[src/sv/pfpd_pkg.sv]
`default_nettype none

package pfpd_pkg;

    localparam int unsigned NONCE_BYTES_DEFAULT = 12;
    localparam int unsigned TAG_BYTES_DEFAULT   = 16;

    localparam logic [15:0] MAX_LEN_RESET = 16'd1024;

    localparam logic [7:0] PREAMBLE_0 = 8'hAA;
    localparam logic [7:0] PREAMBLE_1 = 8'h55;
    localparam logic [7:0] FRAME_TYPE = 8'h02;

    typedef enum logic [2:0] {
        PH_HUNT1  = 3'd0,
        PH_HUNT2  = 3'd1,
        PH_TYPE   = 3'd2,
        PH_NONCE  = 3'd3,
        PH_LENHI  = 3'd4,
        PH_LENLO  = 3'd5,
        PH_CIPHER = 3'd6,
        PH_TAG    = 3'd7
    } phase_t;

    typedef enum logic [1:0] {
        KIND_NONCE  = 2'd0,
        KIND_CIPHER = 2'd1,
        KIND_TAG    = 2'd2,
        KIND_REJECT = 2'd3
    } kind_t;

endpackage

`default_nettype wire

[src/sv/preamble_framed_packet_deframer_unit.sv]
// Preamble-framed packet deframer.
// Input channel: in_valid / in_stall with rx_byte, one received serial byte
// per beat. Output channel: out_valid / out_stall with kind, data_byte,
// position, message_length and last_of_frame, at most one beat per input.
// Config channel: cfg_valid / cfg_ready with cfg_data, the maximum accepted
// ciphertext length; cfg_ready is always high, so a write is never refused.
// An input beat is captured in the input register and decoded into the
// result register once that one is empty or out_stall is low.
// Throughput: one byte per cycle while out_stall is low, set by the single
// pass of framing logic between the input and result registers.
// Bytes that carry no result (preamble, type, in-bound length) just update state.
// Reset clears the phase to the preamble hunt, the counters to zero, the
// maximum length to 1024 and both pipeline stages to empty.
// When the receiver stalls, the result register holds; the input register
// still fills, and in_stall rises only once both stages are occupied.
`default_nettype none

module preamble_framed_packet_deframer_unit #(
    parameter int unsigned NONCE_BYTES = pfpd_pkg::NONCE_BYTES_DEFAULT,
    parameter int unsigned TAG_BYTES   = pfpd_pkg::TAG_BYTES_DEFAULT
) (
    input  wire logic        clk,
    input  wire logic        rst_n,
    // input beat
    input  wire logic        in_valid,
    output logic             in_stall,
    input  wire logic [7:0]  rx_byte,
    // result beat
    output logic             out_valid,
    input  wire logic        out_stall,
    output logic [1:0]       kind,
    output logic [7:0]       data_byte,
    output logic [15:0]      position,
    output logic [15:0]      message_length,
    output logic             last_of_frame,
    // configuration write
    input  wire logic        cfg_valid,
    output logic             cfg_ready,
    input  wire logic [15:0] cfg_data
);

    localparam logic [15:0] NONCE_LAST = 16'(NONCE_BYTES - 1);
    localparam logic [15:0] TAG_LAST   = 16'(TAG_BYTES - 1);

    // framing state
    pfpd_pkg::phase_t phase_reg, phase_next;
    logic [15:0] count_reg, count_next;
    logic [15:0] len_reg, len_next;
    logic [15:0] max_len_reg;

    // input stage
    logic       in_valid_reg;
    logic [7:0] in_byte_reg;

    // result stage
    logic              out_valid_reg;
    pfpd_pkg::kind_t   kind_reg, res_kind;
    logic [7:0]        data_reg, res_data;
    logic [15:0]       pos_reg, res_pos;
    logic [15:0]       mlen_reg, res_mlen;
    logic              last_reg, res_last;
    logic              res_valid;

    logic advance;   // input stage drains into the result register
    logic [16:0] pos_plus1;
    logic [15:0] len_full;

    assign advance   = !out_valid_reg || !out_stall;
    assign in_stall  = in_valid_reg && !advance;
    assign cfg_ready = 1'b1;
    assign pos_plus1 = {1'b0, count_reg} + 17'd1;
    assign len_full  = {len_reg[7:0], in_byte_reg};

    // next-state logic
    always_comb
    begin
        phase_next = phase_reg;
        count_next = count_reg;
        len_next   = len_reg;
        unique case (phase_reg)
            pfpd_pkg::PH_HUNT1:
            begin
                if (in_byte_reg == pfpd_pkg::PREAMBLE_0)
                    phase_next = pfpd_pkg::PH_HUNT2;
            end
            pfpd_pkg::PH_HUNT2:
            begin
                phase_next = (in_byte_reg == pfpd_pkg::PREAMBLE_1)
                           ? pfpd_pkg::PH_TYPE : pfpd_pkg::PH_HUNT1;
            end
            pfpd_pkg::PH_TYPE:
            begin
                if (in_byte_reg == pfpd_pkg::FRAME_TYPE)
                begin
                    phase_next = pfpd_pkg::PH_NONCE;
                    count_next = '0;
                end
                else
                    phase_next = pfpd_pkg::PH_HUNT1;
            end
            pfpd_pkg::PH_NONCE:
            begin
                count_next = pos_plus1[15:0];
                if (count_reg >= NONCE_LAST)
                    phase_next = pfpd_pkg::PH_LENHI;
            end
            pfpd_pkg::PH_LENHI:
            begin
                len_next   = {8'd0, in_byte_reg};
                phase_next = pfpd_pkg::PH_LENLO;
            end
            pfpd_pkg::PH_LENLO:
            begin
                len_next   = len_full;
                count_next = '0;
                if (len_full > max_len_reg)
                    phase_next = pfpd_pkg::PH_HUNT1;
                else if (len_full == 16'd0)
                    phase_next = pfpd_pkg::PH_TAG;
                else
                    phase_next = pfpd_pkg::PH_CIPHER;
            end
            pfpd_pkg::PH_CIPHER:
            begin
                count_next = pos_plus1[15:0];
                if (pos_plus1 >= {1'b0, len_reg})
                begin
                    phase_next = pfpd_pkg::PH_TAG;
                    count_next = '0;
                end
            end
            pfpd_pkg::PH_TAG:
            begin
                count_next = pos_plus1[15:0];
                if (count_reg >= TAG_LAST)
                begin
                    phase_next = pfpd_pkg::PH_HUNT1;
                    count_next = '0;
                end
            end
            default:
            begin
                phase_next = pfpd_pkg::PH_HUNT1;
            end
        endcase
    end

    // result logic
    always_comb
    begin
        res_valid = 1'b0;
        res_kind  = pfpd_pkg::KIND_NONCE;
        res_data  = in_byte_reg;
        res_pos   = count_reg;
        res_mlen  = len_reg;
        res_last  = 1'b0;
        unique case (phase_reg)
            pfpd_pkg::PH_NONCE:
            begin
                res_valid = 1'b1;
                res_mlen  = '0;
            end
            pfpd_pkg::PH_LENLO:
            begin
                // oversize frame: single rejection beat
                res_valid = (len_full > max_len_reg);
                res_kind  = pfpd_pkg::KIND_REJECT;
                res_data  = '0;
                res_pos   = '0;
                res_mlen  = len_full;
                res_last  = 1'b1;
            end
            pfpd_pkg::PH_CIPHER:
            begin
                res_valid = 1'b1;
                res_kind  = pfpd_pkg::KIND_CIPHER;
            end
            pfpd_pkg::PH_TAG:
            begin
                res_valid = 1'b1;
                res_kind  = pfpd_pkg::KIND_TAG;
                res_last  = (count_reg >= TAG_LAST);
            end
            default:
            begin
                res_valid = 1'b0;
            end
        endcase
    end

    always_ff @(posedge clk or negedge rst_n)
    begin
        if (!rst_n)
        begin
            phase_reg     <= pfpd_pkg::PH_HUNT1;
            count_reg     <= '0;
            len_reg       <= '0;
            max_len_reg   <= pfpd_pkg::MAX_LEN_RESET;
            in_valid_reg  <= 1'b0;
            out_valid_reg <= 1'b0;
        end
        else
        begin
            if (cfg_valid && cfg_ready)
                max_len_reg <= cfg_data;
            if (!in_stall)
                in_valid_reg <= in_valid;
            if (advance)
                out_valid_reg <= in_valid_reg && res_valid;
            if (advance && in_valid_reg)
            begin
                phase_reg <= phase_next;
                count_reg <= count_next;
                len_reg   <= len_next;
            end
        end
    end

    // payload registers
    always_ff @(posedge clk)
    begin
        if (in_valid && !in_stall)
            in_byte_reg <= rx_byte;
        if (advance && in_valid_reg && res_valid)
        begin
            kind_reg <= res_kind;
            data_reg <= res_data;
            pos_reg  <= res_pos;
            mlen_reg <= res_mlen;
            last_reg <= res_last;
        end
    end

    assign out_valid      = out_valid_reg;
    assign kind           = kind_reg;
    assign data_byte      = data_reg;
    assign position       = pos_reg;
    assign message_length = mlen_reg;
    assign last_of_frame  = last_reg;

    // checks
    a_reject_closes: assert property (@(posedge clk) disable iff (!rst_n)
        out_valid && kind == pfpd_pkg::KIND_REJECT |-> last_of_frame && data_byte == 8'd0)
        else $error("rejection beat malformed");

    a_nonce_no_len: assert property (@(posedge clk) disable iff (!rst_n)
        out_valid && kind == pfpd_pkg::KIND_NONCE |-> message_length == 16'd0 && !last_of_frame)
        else $error("nonce beat carries length or last");

    a_stall_full: assert property (@(posedge clk) disable iff (!rst_n)
        in_stall |-> out_valid_reg && in_valid_reg)
        else $error("input stalled with a free stage");

    a_tag_bound: assert property (@(posedge clk) disable iff (!rst_n)
        phase_reg == pfpd_pkg::PH_TAG |-> count_reg <= TAG_LAST)
        else $error("tag counter overran");

endmodule

`default_nettype wire
[config.mk]
export PLATFORM = sky130hd
export DESIGN_NAME = preamble_framed_packet_deframer_unit
export DESIGN_NICKNAME = d
export VERILOG_FILES = /design/src/sv/pfpd_pkg.sv /design/src/sv/preamble_framed_packet_deframer_unit.sv
export SDC_FILE = /design/constraint.sdc
export NUM_CORES = 1
export LEC_CHECK = 0
export ABC_AREA = 1
export BUFFER_PORTS_ARGS = -buffer_cell sky130_fd_sc_hd__buf_2
export CAP_MARGIN = 20
export CORE_ASPECT_RATIO = 1.2
export CORE_MARGIN = 2
export CORE_UTILIZATION = 52
export DETAILED_ROUTE_END_ITERATION = 12
export PLACE_DENSITY = 0.82
export SLEW_MARGIN = 30
export SYNTH_ARGS = -nofsm -noshare
export SYNTH_HDL_FRONTEND = slang
export SYNTH_SLANG_ARGS = --single-unit
[constraint.sdc]
create_clock -name clk -period 3.4 [get_ports clk]
set_input_delay 0 -clock clk [delete_from_list [all_inputs] [get_ports clk]]
set_output_delay 0 -clock clk [all_outputs]
set_load 0.01 [all_outputs]
==> results.py <==
metrics = {
    "detailed_routing": {
        "ant_nets": 0,
        "drt_iter0_drc": 350,
        "drc": 0,
        "vias": 4579,
        "via_per_inst": 5.28,
        "totalWireLength_um": 12900,
        "firstDrtPassIters": 5,
        "drt-wirelength-per-cell_um": 14.9,
    },
    "clock_tree": {
        "postCtsResizedCells": 0,
        "cts_setup_buffers": 0,
        "cts-root-buf": "clkbuf_16",
        "clk_pin_slew_ps": 70,
        "cts_buffer_depth": 2,
        "cts_tree": "done",
        "cts_hold_buffers": 27,
        "insertion_delay_ps": 350,
        "cts.sink_count": 104,
        "h-tree-depth": 3,
        "numCtsBuffers": 9,
    },
    "worst_setup_path": {
        "cp_slowest_cell": "dfrtp_1",
        "cpMostUsedCell": "nand2_1",
        "cpLargestDelayFamily": "simple AND/OR/NAND/NOR gates",
        "worstSetupStartpointType": "flop",
        "path_cells": "ha_1 > nand2_2 > nor2_4 > nand3_4 > nor2_4 > xor2_1 > inv_1 > ha_1 > nand2_1 > nor2_1 > nand3b_1 > nand3_1 > nand2_1 > nand2_1 > nand2_1 > nand2_1 > nand2_1 > nand2_4 > nand3_4 > nand2_1 > nand2_1",
        "r2r_slack_ps": 370,
        "path_max_fanout": 16,
        "critPathBufInv": 1,
        "cp-end-kind": "flop",
        "critPathArrivalTime_ps": 3270,
        "worst-setup-path-type": "reg2reg",
        "slowest_delay_ps": 450,
        "critPathRequiredTime_ps": 3630,
    },
    "yosys": {
        "synth_edf_count": 51,
        "synth_top_cell_area_share": 0.279,
        "synth_most_common_cell": "nand2_1",
        "synth_area_leaders": "edfxtp_1 28%, dfrtp_1 24%, nand2_1 12%, ha_1 7.5%, inv_1 7.5%",
        "synth_seq_cells": 104,
        "yosysSeqAreaShare": 0.521,
        "synth.net_count": 695,
        "syn-cell-area_sq_mm": 0.00549,
        "syn_inst": 633,
        "yosysTopAreaCell": "edfxtp_1",
        "async_reset_ff_frac": 0.510,
        "synth_flop_cell": "dfrtp_1",
        "postSynthAreaPerCell_sq_um": 8.67,
        "yosysWarnings": 0,
        "synth_cell_type_count": 36,
        "synthTopCellsByCount": "182 x nand2_1, 110 x inv_1, 52 x dfrtp_1",
    },
    "grt": {
        "grtUsageTotal": 0.232,
        "grt_pass1_vias": 4396,
        "antenna_found_initial": 0,
        "grt_max_degree": 54,
        "grt_pass1_wl_um": 20900,
        "grt_overflow_total": 0,
    },
    "placement": {
        "io_buffers": 73,
        "gp_congestion": 0.972,
        "dp_hpwl_um": 9050,
    },
    "power_and_ir_drop": {
        "p_leak_nw": 3.18,
        "peakVddDrop_mv": 0.294,
        "p_per_area_mw_per_mm2": 417,
        "power_mw": 2.72,
    },
    "sta": {
        "worst_pin_slew_ps": 711,
        "timing.final.setup_violations": 0,
        "finalHoldViolations": 0,
        "rsz0062_at_grt": "false",
        "tns_ps": 0,
        "whs_ps": 92.8,
        "fmax_ghz": 0.330,
        "fin_crit_sh": 0.893,
        "max_slew_margin": 0.526,
        "clock-skew-final_ps": 6.43,
        "slew_viol_final": 0,
        "period_needed_ps": 3030,
    },
    "final_layout": {
        "drive_gt1_frac": 0.150,
        "multi_input_area_sq_mm": 0.00214,
        "n_antenna_cell": 0,
        "finish.utilization": 0.626,
        "nets": 795,
        "regArea_sq_mm": 0.00286,
        "syn2layout_area_growth_pct": 18.8,
        "fillCellCount": 881,
    },
    "run": {
        "drv_cap": 0,
    },
    "outcome": {
        "status": "complete, no violations",
    },
    "floorplan": {
        "rows": 41,
        "die-area_sq_mm": 0.0114,
        "die_w_um": 97.8,
        "die_y_um": 117,
        "start_util": 0.527,
        "ioPinCount": 75,
        "core-area_sq_mm": 0.0104,
    },
    "hold_path": {
        "hold_path.class": "in2reg",
    },
}
## through the flow
step / std cells / area [sq um] / worst slack (ps)
after floorplan: 633 / 5490 / 397
after global placement: 824 / 5990 / 588
after detailed placement: 824 / 5990 / 391
after CTS: 867 / 6520 / 358
after global routing: 867 / 6520 / 83.6
final: 867 / 6520 / 365
## final timing paths
| kind | start | to | cells past startpoint |
|---|---|---|---|
| worst max-delay path | count_reg[0] | count_reg[14] | 21 |
| worst min register to register | max_len_reg[10] | max_len_reg[10] | 2 |
| worst max register to register | count_reg[0] | count_reg[14] | 21 |
| max in group asynchronous | rst_n | max_len_reg[13] | 3 |
| min in group asynchronous | rst_n | count_reg[6] | 3 |
| worst min-delay path | cfg_valid | max_len_reg[10] | 3 |
## report_power, final
group | internal, mW | switching (mW) | total (mW) | leakage (nW)
Clock | 0.493 | 0.441 | 0.933 | 0.130
Combinational | 0.133 | 0.217 | 0.350 | 2.04
Sequential | 1.39 | 0.0472 | 1.43 | 1.01
Total | 2.01 | 0.705 | 2.72 | 3.18
## kinds of logic after synthesis
logic type                 synth area share
and+or+nand+nor                       0.222
other                              0.000683
AOI/OAI and AO/OA                    0.0750
DFF                                   0.521
xor gates and xnor gates             0.0128
adders and majority gates            0.0753
muxes                               0.00205
buffers and inverters                0.0914
## per-layer routing
metal / GRT usage / wire length [um] / up-vias / share of wire
met5: 0 / 0 / - / 0
met4: 0.105 / 350 / 0 / 0.027
met3: 0.0263 / 814 / 31 / 0.063
met2: 0.410 / 6480 / 179 / 0.50
met1: 0.290 / 5240 / 2139 / 0.41
li1: - / - / 2230 / -
## area by class of cell
| type | instances | area share |
|---|---|---|
| Tap cell | 129 | 0.0248 |
| Sequential cell | 104 | 0.438 |
| Multi-Input combinational cell | 401 | 0.328 |
| Timing Repair Buffer | 106 | 0.104 |
| Clock buffer | 10 | 0.0351 |
| Inverter | 111 | 0.0639 |
| Clock inverter | 6 | 0.00537 |
## worst reg2reg max path: stages (launching register included)
cell	delay (ps)
dfrtp_1	450
ha_1	270
nand2_2	100
nor2_4	160
nand3_4	110
nor2_4	130
xor2_1	190
inv_1	60
ha_1	290
nand2_1	80
nor2_1	150
nand3b_1	100
nand3_1	90
nand2_1	50
nand2_1	50
nand2_1	50
nand2_1	50
nand2_1	80
nand2_4	90
nand3_4	190
nand2_1	140
nand2_1	50
## layout by cell type (no fill, tap or decap), types with 9 or more instances in the layout
cell / instances
buf_2: 73
o22ai_1: 15
inv_1: 110
nand3_1: 17
o21ai_0: 41
dlygate4sd3_1: 27
ha_1: 33
nor2_1: 41
nand2_1: 182
edfxtp_1: 51
a21oi_1: 14
clkbuf_16: 9
nor3_1: 11
dfrtp_1: 52
(Power assumes the default switching activity.)
